## src/design/rcpg_pkg.sv

```systemverilog
// ----------------------------------------------------------------------------
// rcpg_pkg
// Shared constants for the ratio clock pulse generator: register indexes,
// field widths and the fixed-point ratio tables.
// ----------------------------------------------------------------------------
`default_nettype none

package rcpg_pkg;

  localparam int unsigned TIME_W   = 32;
  localparam int unsigned TEMPO_W  = 16;
  localparam int unsigned CFG_W    = 16;
  localparam int unsigned IDX_W    = 8;
  localparam int unsigned LEVELS_W = 5;
  localparam int unsigned MULT_W   = 24;
  localparam int unsigned FRAC_W   = 20;
  localparam int unsigned PERIOD_W = 20;
  localparam int unsigned TAB_IDX_W = 3;

  typedef enum logic [IDX_W-1:0] {
    REG_MIN_TEMPO  = 8'd0,
    REG_MAX_TEMPO  = 8'd1,
    REG_MIN_PERIOD = 8'd2,
    REG_PULSE      = 8'd3
  } reg_idx_e;

  // ceil(num * 2^FRAC_W / den): exact floor quotient for any 16-bit tempo
  function automatic logic [MULT_W-1:0] ratio_mult(input logic set_two,
                                                   input logic [TAB_IDX_W-1:0] idx);
    logic [MULT_W-1:0] m;
    m = '0;
    if (!set_two) begin
      case (idx)
        3'd0:    m = 24'd174763;
        3'd1:    m = 24'd131072;
        3'd2:    m = 24'd8388608;
        3'd3:    m = 24'd1258292;
        3'd4:    m = 24'd838861;
        default: m = '0;
      endcase
    end else begin
      case (idx)
        3'd0:    m = 24'd149797;
        3'd1:    m = 24'd786432;
        3'd2:    m = 24'd1747627;
        3'd3:    m = 24'd3670016;
        3'd4:    m = 24'd2359296;
        default: m = '0;
      endcase
    end
    return m;
  endfunction

endpackage

`default_nettype wire

```

## src/design/rcpg_ifs.sv

```systemverilog
// ----------------------------------------------------------------------------
// rcpg_ifs
// Valid/ready channels of the ratio clock pulse generator: tick input,
// level result and configuration write.
// ----------------------------------------------------------------------------
`default_nettype none

interface rcpg_in_if;
  logic                            valid;
  logic                            ready;
  logic [rcpg_pkg::TIME_W-1:0]     now_ms;
  logic [rcpg_pkg::TEMPO_W-1:0]    tempo_ms;
  logic                            swap_sets;

  modport source (output valid, output now_ms, output tempo_ms, output swap_sets,
                  input ready);
  modport sink   (input valid, input now_ms, input tempo_ms, input swap_sets,
                  output ready);
endinterface

interface rcpg_out_if;
  logic                            valid;
  logic                            ready;
  logic [rcpg_pkg::LEVELS_W-1:0]   levels_a;
  logic [rcpg_pkg::LEVELS_W-1:0]   levels_b;

  modport source (output valid, output levels_a, output levels_b, input ready);
  modport sink   (input valid, input levels_a, input levels_b, output ready);
endinterface

interface rcpg_cfg_if;
  logic                            valid;
  logic                            ready;
  logic [rcpg_pkg::IDX_W-1:0]      index;
  logic [rcpg_pkg::CFG_W-1:0]      data;

  modport source (output valid, output index, output data, input ready);
  modport sink   (input valid, input index, input data, output ready);
endinterface

`default_nettype wire

```

## src/design/ratio_clock_pulse_generator_core.sv

```systemverilog
// ----------------------------------------------------------------------------
// ratio_clock_pulse_generator_core
// Two groups of pulse clocks whose periods are fixed ratios of a tempo.
// ----------------------------------------------------------------------------
// Each tick item (current time, tempo, set swap) updates two groups of
// CHANNELS pulse outputs and returns one result item with their levels.
// A single multiplier and one compare/subtract path visit the 2*CHANNELS
// outputs in turn, each in a period multiply state and then a clamp and
// toggle decision state. The tick input is not ready from acceptance until
// the result enters the output register, which waits while that register
// still holds an unaccepted result. A finished result sits in an output
// register, so the next tick can be taken while it waits. Configuration
// writes are always ready and take effect at once; write them only while idle.
`default_nettype none

module ratio_clock_pulse_generator_core #(
  parameter int unsigned CHANNELS = 5
) (
  input  wire         clk_i,
  input  wire         rst_ni,
  rcpg_in_if.sink     in_i,
  rcpg_cfg_if.sink    cfg_i,
  rcpg_out_if.source  out_o
);

  localparam int unsigned CW = (CHANNELS > 1) ? $clog2(CHANNELS) : 1;
  localparam int unsigned TW = rcpg_pkg::TIME_W;
  localparam int unsigned PW = rcpg_pkg::PERIOD_W;
  localparam int unsigned PROD_W = rcpg_pkg::TEMPO_W + rcpg_pkg::MULT_W;

  localparam logic [1:0] S_IDLE = 2'd0;
  localparam logic [1:0] S_MUL  = 2'd1;
  localparam logic [1:0] S_EVAL = 2'd2;
  localparam logic [1:0] S_DONE = 2'd3;

  logic [1:0]                   state_q, state_d;
  logic [CW-1:0]                ch_q;
  logic                         grp_q;

  logic [rcpg_pkg::CFG_W-1:0]   min_tempo_q, max_tempo_q, min_period_q, pulse_q;

  logic [TW-1:0]                now_q;
  logic [rcpg_pkg::TEMPO_W-1:0] tempo_q;
  logic                         swap_q;
  logic                         tval_q;

  logic [PW-1:0]                period_q;
  logic [PROD_W-1:0]            prod;

  logic [CHANNELS-1:0]          lvl_a_q, lvl_b_q;
  logic [CHANNELS-1:0][TW-1:0]  stamp_a_q, stamp_b_q;

  logic                         out_valid_q;
  logic [rcpg_pkg::LEVELS_W-1:0] out_a_q, out_b_q;

  logic                         in_acc, out_load;
  logic [PW-1:0]                per, pulse_w, w, wait_ms;
  logic                         cur_lvl, flip, last_unit;
  logic [TW-1:0]                cur_stamp, elapsed;

  assign in_i.ready  = (state_q == S_IDLE);
  assign cfg_i.ready = 1'b1;
  assign in_acc      = in_i.valid && in_i.ready;
  assign out_load    = (state_q == S_DONE) && (!out_valid_q || out_o.ready);
  assign last_unit   = grp_q && (ch_q == CW'(CHANNELS - 1));

  assign out_o.valid    = out_valid_q;
  assign out_o.levels_a = out_a_q;
  assign out_o.levels_b = out_b_q;

  // shared multiplier: tempo times fixed-point ratio
  assign prod = tempo_q * rcpg_pkg::ratio_mult(swap_q ^ grp_q,
                                               rcpg_pkg::TAB_IDX_W'(ch_q));

  // clamp and pulse/wait corner rules
  always_comb begin
    per = (period_q < PW'(min_period_q)) ? PW'(min_period_q) : period_q;
    pulse_w = PW'(pulse_q);
    w = pulse_w;
    if (pulse_w >= per) begin
      w = (per > PW'(1)) ? PW'(1) : '0;
    end
    if ((w == '0) && (per != '0)) begin
      w = PW'(1);
    end
    cur_lvl   = grp_q ? lvl_b_q[ch_q] : lvl_a_q[ch_q];
    cur_stamp = grp_q ? stamp_b_q[ch_q] : stamp_a_q[ch_q];
    if (cur_lvl) begin
      wait_ms = w;
    end else begin
      wait_ms = (per > w) ? (per - w) : PW'(1);
    end
    if (wait_ms == '0) begin
      wait_ms = PW'(1);
    end
    elapsed = now_q - cur_stamp;
    flip    = (elapsed >= TW'(wait_ms));
  end

  always_comb begin
    state_d = state_q;
    case (state_q)
      S_IDLE: begin
        if (in_acc) begin
          state_d = S_MUL;
        end
      end
      S_MUL:  state_d = S_EVAL;
      S_EVAL: state_d = last_unit ? S_DONE : S_MUL;
      S_DONE: begin
        if (out_load) begin
          state_d = S_IDLE;
        end
      end
      default: state_d = S_IDLE;
    endcase
  end

  always_ff @(posedge clk_i or negedge rst_ni) begin
    if (!rst_ni) begin
      state_q <= S_IDLE;
      ch_q    <= '0;
      grp_q   <= 1'b0;
    end else begin
      state_q <= state_d;
      if (in_acc) begin
        ch_q  <= '0;
        grp_q <= 1'b0;
      end else if (state_q == S_EVAL && !last_unit) begin
        grp_q <= !grp_q;
        if (grp_q) begin
          ch_q <= ch_q + CW'(1);
        end
      end
    end
  end

  // configuration registers
  always_ff @(posedge clk_i or negedge rst_ni) begin
    if (!rst_ni) begin
      min_tempo_q  <= 16'd20;
      max_tempo_q  <= 16'd6000;
      min_period_q <= 16'd1;
      pulse_q      <= 16'd10;
    end else if (cfg_i.valid && cfg_i.ready) begin
      case (cfg_i.index)
        rcpg_pkg::REG_MIN_TEMPO:  min_tempo_q  <= cfg_i.data;
        rcpg_pkg::REG_MAX_TEMPO:  max_tempo_q  <= cfg_i.data;
        rcpg_pkg::REG_MIN_PERIOD: min_period_q <= cfg_i.data;
        rcpg_pkg::REG_PULSE:      pulse_q      <= cfg_i.data;
        default: ;
      endcase
    end
  end

  // item capture and period register
  always_ff @(posedge clk_i) begin
    if (in_acc) begin
      now_q   <= in_i.now_ms;
      tempo_q <= in_i.tempo_ms;
      swap_q  <= in_i.swap_sets;
      tval_q  <= (in_i.tempo_ms >= min_tempo_q) && (in_i.tempo_ms <= max_tempo_q);
    end
    if (state_q == S_MUL) begin
      period_q <= prod[rcpg_pkg::FRAC_W +: PW];
    end
  end

  // channel state
  always_ff @(posedge clk_i or negedge rst_ni) begin
    if (!rst_ni) begin
      lvl_a_q   <= '0;
      lvl_b_q   <= '0;
      stamp_a_q <= '0;
      stamp_b_q <= '0;
    end else if (state_q == S_EVAL) begin
      if (!tval_q) begin
        if (grp_q) begin
          lvl_b_q[ch_q] <= 1'b0;
        end else begin
          lvl_a_q[ch_q] <= 1'b0;
        end
      end else if (flip) begin
        if (grp_q) begin
          lvl_b_q[ch_q]   <= !cur_lvl;
          stamp_b_q[ch_q] <= now_q;
        end else begin
          lvl_a_q[ch_q]   <= !cur_lvl;
          stamp_a_q[ch_q] <= now_q;
        end
      end
    end
  end

  // result register
  always_ff @(posedge clk_i or negedge rst_ni) begin
    if (!rst_ni) begin
      out_valid_q <= 1'b0;
    end else if (out_load) begin
      out_valid_q <= 1'b1;
    end else if (out_o.ready) begin
      out_valid_q <= 1'b0;
    end
  end

  always_ff @(posedge clk_i) begin
    if (out_load) begin
      out_a_q <= rcpg_pkg::LEVELS_W'(lvl_a_q);
      out_b_q <= rcpg_pkg::LEVELS_W'(lvl_b_q);
    end
  end

`ifndef SYNTHESIS
  a_invalid_tempo_low: assert property (@(posedge clk_i) disable iff (!rst_ni)
    (state_q == S_DONE && !tval_q) |-> (lvl_a_q == '0 && lvl_b_q == '0))
    else $error("levels not cleared for out-of-range tempo");

  a_stamps_only_in_eval: assert property (@(posedge clk_i) disable iff (!rst_ni)
    (state_q != S_EVAL) |=> ($stable(stamp_a_q) && $stable(stamp_b_q)))
    else $error("toggle time changed outside evaluation");

  a_channel_in_range: assert property (@(posedge clk_i) disable iff (!rst_ni)
    (state_q == S_MUL || state_q == S_EVAL) |-> (ch_q <= CW'(CHANNELS - 1)))
    else $error("channel counter out of range");
`endif

endmodule

`default_nettype wire
```

## src/flat_wrapper.sv

```systemverilog
// flat-port wrapper written by rule: the top's interface ports become plain ports
module ratio_clock_pulse_generator_core_flat 
#(
  parameter int unsigned CHANNELS = 5
)
  (clk_i, rst_ni, in_i_valid, in_i_now_ms, in_i_tempo_ms, in_i_swap_sets, in_i_ready, cfg_i_valid, cfg_i_index, cfg_i_data, cfg_i_ready, out_o_valid, out_o_levels_a, out_o_levels_b, out_o_ready);
  rcpg_in_if in_i_i ();
  rcpg_cfg_if cfg_i_i ();
  rcpg_out_if out_o_i ();
  input  wire clk_i;
  input  wire rst_ni;
  input wire logic [$bits(in_i_i.valid)-1:0] in_i_valid;
  input wire logic [$bits(in_i_i.now_ms)-1:0] in_i_now_ms;
  input wire logic [$bits(in_i_i.tempo_ms)-1:0] in_i_tempo_ms;
  input wire logic [$bits(in_i_i.swap_sets)-1:0] in_i_swap_sets;
  output wire logic [$bits(in_i_i.ready)-1:0] in_i_ready;
  input wire logic [$bits(cfg_i_i.valid)-1:0] cfg_i_valid;
  input wire logic [$bits(cfg_i_i.index)-1:0] cfg_i_index;
  input wire logic [$bits(cfg_i_i.data)-1:0] cfg_i_data;
  output wire logic [$bits(cfg_i_i.ready)-1:0] cfg_i_ready;
  output wire logic [$bits(out_o_i.valid)-1:0] out_o_valid;
  output wire logic [$bits(out_o_i.levels_a)-1:0] out_o_levels_a;
  output wire logic [$bits(out_o_i.levels_b)-1:0] out_o_levels_b;
  input wire logic [$bits(out_o_i.ready)-1:0] out_o_ready;
  assign in_i_i.valid = in_i_valid;
  assign in_i_i.now_ms = in_i_now_ms;
  assign in_i_i.tempo_ms = in_i_tempo_ms;
  assign in_i_i.swap_sets = in_i_swap_sets;
  assign in_i_ready = in_i_i.ready;
  assign cfg_i_i.valid = cfg_i_valid;
  assign cfg_i_i.index = cfg_i_index;
  assign cfg_i_i.data = cfg_i_data;
  assign cfg_i_ready = cfg_i_i.ready;
  assign out_o_valid = out_o_i.valid;
  assign out_o_levels_a = out_o_i.levels_a;
  assign out_o_levels_b = out_o_i.levels_b;
  assign out_o_i.ready = out_o_ready;
  ratio_clock_pulse_generator_core #(.CHANNELS(CHANNELS)) u_core (.clk_i(clk_i), .rst_ni(rst_ni), .in_i(in_i_i), .cfg_i(cfg_i_i), .out_o(out_o_i));
endmodule
```

## config.mk

```make
export PLATFORM = sky130hd
export DESIGN_NAME = ratio_clock_pulse_generator_core_flat
export DESIGN_NICKNAME = d
export VERILOG_FILES = /design/src/design/rcpg_pkg.sv /design/src/design/rcpg_ifs.sv /design/src/design/ratio_clock_pulse_generator_core.sv /design/src/flat_wrapper.sv
export SDC_FILE = /design/constraint.sdc
export NUM_CORES = 2
export LEC_CHECK = 0
export BUFFER_PORTS_ARGS = -buffer_cell sky130_fd_sc_hd__buf_2
export CAP_MARGIN = 0
export CORE_MARGIN = 1
export CORE_UTILIZATION = 42
export CTS_CLUSTER_SIZE = 25
export DETAILED_ROUTE_END_ITERATION = 16
export PLACE_DENSITY = 0.66
export SLEW_MARGIN = 10
export SYNTH_ARGS = -nofsm -noshare
export SYNTH_HDL_FRONTEND = slang
export SYNTH_SLANG_ARGS = --single-unit
```

## constraint.sdc

```tcl
create_clock -name clk_i -period 12.76 [get_ports clk_i]
set_input_delay 1.914 -clock clk_i [delete_from_list [all_inputs] [get_ports clk_i]]
set_output_delay 1.914 -clock clk_i [all_outputs]
set_load 0.02 [all_outputs]
```

# Word-level counts from Yosys, hierarchy flattened
# Cells that the tools add are included.
# W data, S select, Z words.
# classes
n_eq_ne	13
bitwise	5
add_sub_neg	3
muxes	47
magnitude_cmp	9
multipliers	1
n_reduce_logical	31
# ops
cell	n
$bwmux W160	2
$bmux W32 S3	2
$mux W32	4
$mux W20	6
$pmux W24 S5	1
$pmux W22 S5	1
$demux W32 S3	1
$logic_not A20 Y1	2
$mul A16 B24 Y40	1
$mux W5	8
$ge A32 B20 Y1	1
$sub A32 B32 Y32	1
$mux W24	1
$ge A16 B20 Y1	1
$gt A20 B1 Y1 const B	1
$gt A20 B20 Y1	1
$lt A20 B16 Y1	1
$reduce_bool A20 Y1	1
$sub A20 B20 Y20	1
$eq A8 B2 Y1 const B	2
$ge A16 B16 Y1	1
$le A16 B16 Y1	1
$reduce_and A2 Y1	6
$and A5 B5 Y5	2
other kinds (30)	60
# totals
input_bits	78
output_inout_bits	13
wordCells	136
regBits	481

# Longest topological paths before layout
# depth
ltp_word	16
ltp_mapped	45
ltp_nobuf	42

# Least setup slack after synthesis
# No wires, ideal clock.
# synth_timing
path_type	register -> register
startpoint	reg u_core.period_q[5]
endpoint	reg u_core.stamp_b_q[10] in the netlist's numbering
path_buffers	6
arrival_time_ns	10.368
slack_ns	2.267
stages_incl_launch_ff	43
period_less_slack_ns	10.493
setup_time_ns	0.125
t_required_ns	12.635
path_cell_list	edfxtp_1 > ha_1 > a21o_1 > a21oi_1 > nor2b_1 > o21ai_0 > o211ai_1 > a2111oi_1 > clkbuf_1 > mux2i_1 > ha_1 > a21o_1 > a211oi_1 > o31a_1 > o21ai_0 > a21oi_1 > clkbuf_1 > nand2_1 > (+7 left out) > clkbuf_1 > a22oi_1 > nand4_1 > o41ai_1 > ha_1 > nand2b_1 > a2111oi_0 > o32a_1 > a31oi_1 > nor3_2 > nand4_1 > or4_4 > or4_4 > buf_6 > and3_1 > buf_6 > buf_12 > mux2_4
# synth_between
elab_chain_cells	15
elab_cells_between_ends	18
classes_between	1 x add/sub; 5 x order compare; 7 x mux; 5 x reduce/logical
# synth_lines
item	line	source
start: declaration	ratio_clock_pulse_generator_core.sv:47	logic [PW-1:0] period_q;
start signal: assignment	ratio_clock_pulse_generator_core.sv:165	period_q <= prod[rcpg_pkg::FRAC_W +: PW];
$lt A20 B16 Y1	ratio_clock_pulse_generator_core.sv:77	per = (period_q < PW'(min_period_q)) ? PW'(min_period_q) : period_q;
$mux W20 *	ratio_clock_pulse_generator_core.sv:77	
$gt A20 B1 Y1	ratio_clock_pulse_generator_core.sv:81	w = (per > PW'(1)) ? PW'(1) : '0;
$mux W1	ratio_clock_pulse_generator_core.sv:81	
$mux W20	ratio_clock_pulse_generator_core.sv:80	if (pulse_w >= per) begin
$logic_not A20 Y1	ratio_clock_pulse_generator_core.sv:83	if ((w == '0) && (per != '0)) begin
$logic_and A1 B1 Y1	ratio_clock_pulse_generator_core.sv:83	
$mux W20	ratio_clock_pulse_generator_core.sv:83	
$sub A20 B20 Y20 / $gt A20 B20 Y1 (equally long branches)	ratio_clock_pulse_generator_core.sv:91	wait_ms = (per > w) ? (per - w) : PW'(1);
$mux W20	ratio_clock_pulse_generator_core.sv:91	
$mux W20 *	ratio_clock_pulse_generator_core.sv:88	if (cur_lvl) begin
$logic_not A20 Y1	ratio_clock_pulse_generator_core.sv:93	if (wait_ms == '0) begin
$mux W20 *	ratio_clock_pulse_generator_core.sv:93	
$ge A32 B20 Y1 *	ratio_clock_pulse_generator_core.sv:97	flip = (elapsed >= TW'(wait_ms));
$reduce_and A4 Y1 (no source line) *	--	
end signal: indexed assignment	ratio_clock_pulse_generator_core.sv:186	stamp_b_q[ch_q] <= now_q;
end: declaration	ratio_clock_pulse_generator_core.sv:51	logic [CHANNELS-1:0][TW-1:0] stamp_a_q, stamp_b_q;
# Mark *: on every way between the ends. The rest lies on a longest branch, timed or not.
# A chain may end at the register's enable or synchronous reset.

# Final worst setup path
# layout_timing
startpoint	reg u_core.period_q[5]
endpoint	reg u_core.stamp_b_q[129] in the netlist's numbering
# The elaborated chain is that of the path after synthesis.

==> results.sh <==
export IMPL_die_h_um=299
export IMPL_ys_warnings_count=0
export IMPL_synth_area_leaders="dfrtp_1 26%, fa_1 16%, mux2_2 10%"
export IMPL_synth_top_area_share=0.262
export IMPL_fin_crit_sh=0.888
export IMPL_fin_ws_ps=1430
export IMPL_cts_setup_buffers=0
export IMPL_grt_max_degree=132
export IMPL_via_count=25800
export IMPL_netlist_top_cell_by_area="dfrtp_1"
export IMPL_die_w_um=299
export IMPL_end_kind="flop"
export IMPL_cp_depth=42
export IMPL_dp_cells=4496
export IMPL_ys_ff_latch=481
export IMPL_ys_flop_type="dfrtp_1"
export IMPL_cp_top_family="compound AO/OA/AOI/OAI gates"
export IMPL_yosysSeqAreaShare=0.335
export IMPL_min_path_type="flop to flop"
export IMPL_coreArea_um2=87200
export IMPL_clkLatencyLatePin_ps=650
export IMPL_syn_cell_area_um2=37100
export IMPL_setup_tns_ps=0
export IMPL_timing_rr_start="u_core.period_q[5]"
export IMPL_finalClockSkew_ps=59.4
export IMPL_ctsHtreeMaxLevel=2
export IMPL_layout_drive_gt1_share=0.200
export IMPL_syn_num_nets=4007
export IMPL_wl_per_cell_um=21.8
export IMPL_io_pins=91
export IMPL_fin_nets=4015
export IMPL_synth_area_per_cell_um2=11.0
export IMPL_synth_edf_count=80
export IMPL_drv_cap=0
export IMPL_overflow=0
export IMPL_reg2reg_slack_ps=1430
export IMPL_hold_viol=0
export IMPL_cp_max_fo=32
export IMPL_drt_iter0_drc=2338
export IMPL_cp_data_arrival_time_ps=11810
export IMPL_grt_setup_unrepaired="false"
export IMPL_cp_start_kind="flop"
export IMPL_setup_viol=0
export IMPL_worstMarginPinSlew_ps=1140
export IMPL_holdWs_ps=487
export IMPL_r2r_end="u_core.stamp_b_q[129]"
export IMPL_grt_pass1_wl_um=157000
export IMPL_num_rows=108
export IMPL_wirelength_um=100000
export IMPL_crit_path_start="u_core.period_q[5]"
export IMPL_drtAntennaViolNets=0
export IMPL_synth_cell_types=101
export IMPL_cts_clk_slew_worst_paths_ps=60
export IMPL_path_buf_inv=2
export IMPL_num_antenna_cells=0
export IMPL_via_per_inst=5.62
export IMPL_detailedPlace_worstSlack_ps=1510
export IMPL_dp_hpwl_um=72500
export IMPL_relSlewSlack=0.240
export IMPL_first_pass_iters=8
export IMPL_syn_to_final_growth_pct=8.58
export IMPL_place_congestion=0.933
export IMPL_grt_use_total=0.226
export IMPL_cts_sinks=481
export IMPL_port_buffers=89
export IMPL_dieArea_um2=89600
export IMPL_hold_buffers=0
export IMPL_cts_tree="yes"
export IMPL_max_stage_delay_ps=820
export IMPL_path_class="flop to flop"
export IMPL_worst_path_max_delay_cell="nand3_2"
export IMPL_cts_buffers=52
export IMPL_instances_no_fill=4593
export IMPL_cp_required_ps=13240
export IMPL_initial_core_util=0.426
export IMPL_synthCells=3387
export IMPL_fin_crit_ps=11330
export IMPL_status="complete, no violations"
export IMPL_ctsResizeCount=0
export IMPL_post_synth_top_count_cell="inv_1"
export IMPL_grt_pass1_vias=26500
export IMPL_synth_top_cells_by_count="413 x inv_1, 389 x dfrtp_1, 331 x mux2_2"
export IMPL_root_buffer="clkbuf_16"
export IMPL_fmax_mhz=88.2
export IMPL_drc=0
export IMPL_max_clock_path_buffers=3
export IMPL_crit_path_end="u_core.stamp_b_q[129]"
export IMPL_maxSlewViolCount=0
export IMPL_antenna_found_initial=7
export IMPL_r2r_cells=42
export IMPL_async_flop_share=0.834
-- cells in the final DEF, fill, tap and decap left out, drive strengths merged, types with 28 or more instances in the layout --
master  synthesis  layout
a221oi         36      36
nand2         252     252
clkbuf         95      71
a22oi          36      36
a21oi         182     182
fa            292     292
a21o           49      49
mux2i          54      54
dfrtp         389     389
nor2          110     110
o21ai          97      97
ha            250     250
edfxtp         80      80
and3           28      28
and2          119     119
nand4          32      32
xnor2          39      39
inv           413     415
buf            88     137
nand3          33      33
mux2          394     394
-- worst min path at each step --
stage                                    start                  endpoint  slack, ps  depth (start not counted)
after floorplan              u_core.lvl_a_q[0]  u_core.out_o.levels_a[0]        440                          0
after global placement    u_core.stamp_b_q[63]      u_core.stamp_b_q[63]        470                          1
after detailed placement     u_core.lvl_b_q[0]  u_core.out_o.levels_b[0]        470                          0
after CTS                    u_core.lvl_b_q[0]  u_core.out_o.levels_b[0]        490                          0
after global routing         u_core.lvl_a_q[2]  u_core.out_o.levels_a[2]        510                          0
final                        u_core.lvl_b_q[0]  u_core.out_o.levels_b[0]        490                          0
-- state kept, by name, summed over array words and instances (netlist names), 2 cells and up --
register,cells
u_core.period_q,20
u_core.state_q,2
u_core.pulse_q,16
u_core.stamp_b_q,160
u_core.out_o.levels_a,5
u_core.min_period_q,16
u_core.lvl_a_q,5
u_core.lvl_b_q,5
u_core.max_tempo_q,16
u_core.ch_q,3
u_core.out_o.levels_b,5
u_core.tempo_q,16
u_core.stamp_a_q,160
u_core.now_q,32
u_core.min_tempo_q,16
-- through the flow --
stage | instance area, um2 | utilization
floorplan | 37100 | -
global placement | 38500 | 0.442
detailed placement | 38500 | 0.442
CTS | 40300 | 0.462
global route | 40300 | 0.462
finish | 40300 | 0.462
-- final cells by class --
| class | instances | area [um2] |
|---|---|---|
| fillers | 8013 | 46800 |
| clock inverters | 26 | 339 |
| multi-input cells | 2309 | 22200 |
| flip-flops and latches | 481 | 12500 |
| well taps | 1155 | 1450 |
| clock buffers | 71 | 1450 |
| repair buffers | 137 | 866 |
| inverters | 414 | 1550 |
-- worst reg2reg max path: cells and delay by family (launching register included) --
family          cells  cell delay, ps
xor+xnor            1              80
flops               1             430
fa+ha+maj           5            1310
compound gates     21            5040
mux                 2             840
buf+inv             2             610
simple gates       11            2910
-- cells by family (layout without fill, tap and decap cells) --
logic type | after synthesis | in the layout | synth area share
DFF | 481 | 481 | 0.335
other | 1 | 1 | 0.000101
muxes | 464 | 464 | 0.150
buffers and inverters | 597 | 648 | 0.0676
xor gates and xnor gates | 55 | 55 | 0.0130
adders and majority gates | 542 | 542 | 0.242
AOI/OAI and AO/OA | 557 | 557 | 0.0995
and+or+nand+nor | 690 | 690 | 0.0928
-- metal layers --
metal	vias up	routed length [um]	track usage
met4	8	3420	0.0742
met5	-	40	0
met2	866	45200	0.354
met3	206	6790	0.0403
li1	11600	-	-
met1	13100	44500	0.316
Power is not shown: default switching activity piles up to over one toggle a cycle in this logic, so the estimate is an artifact.
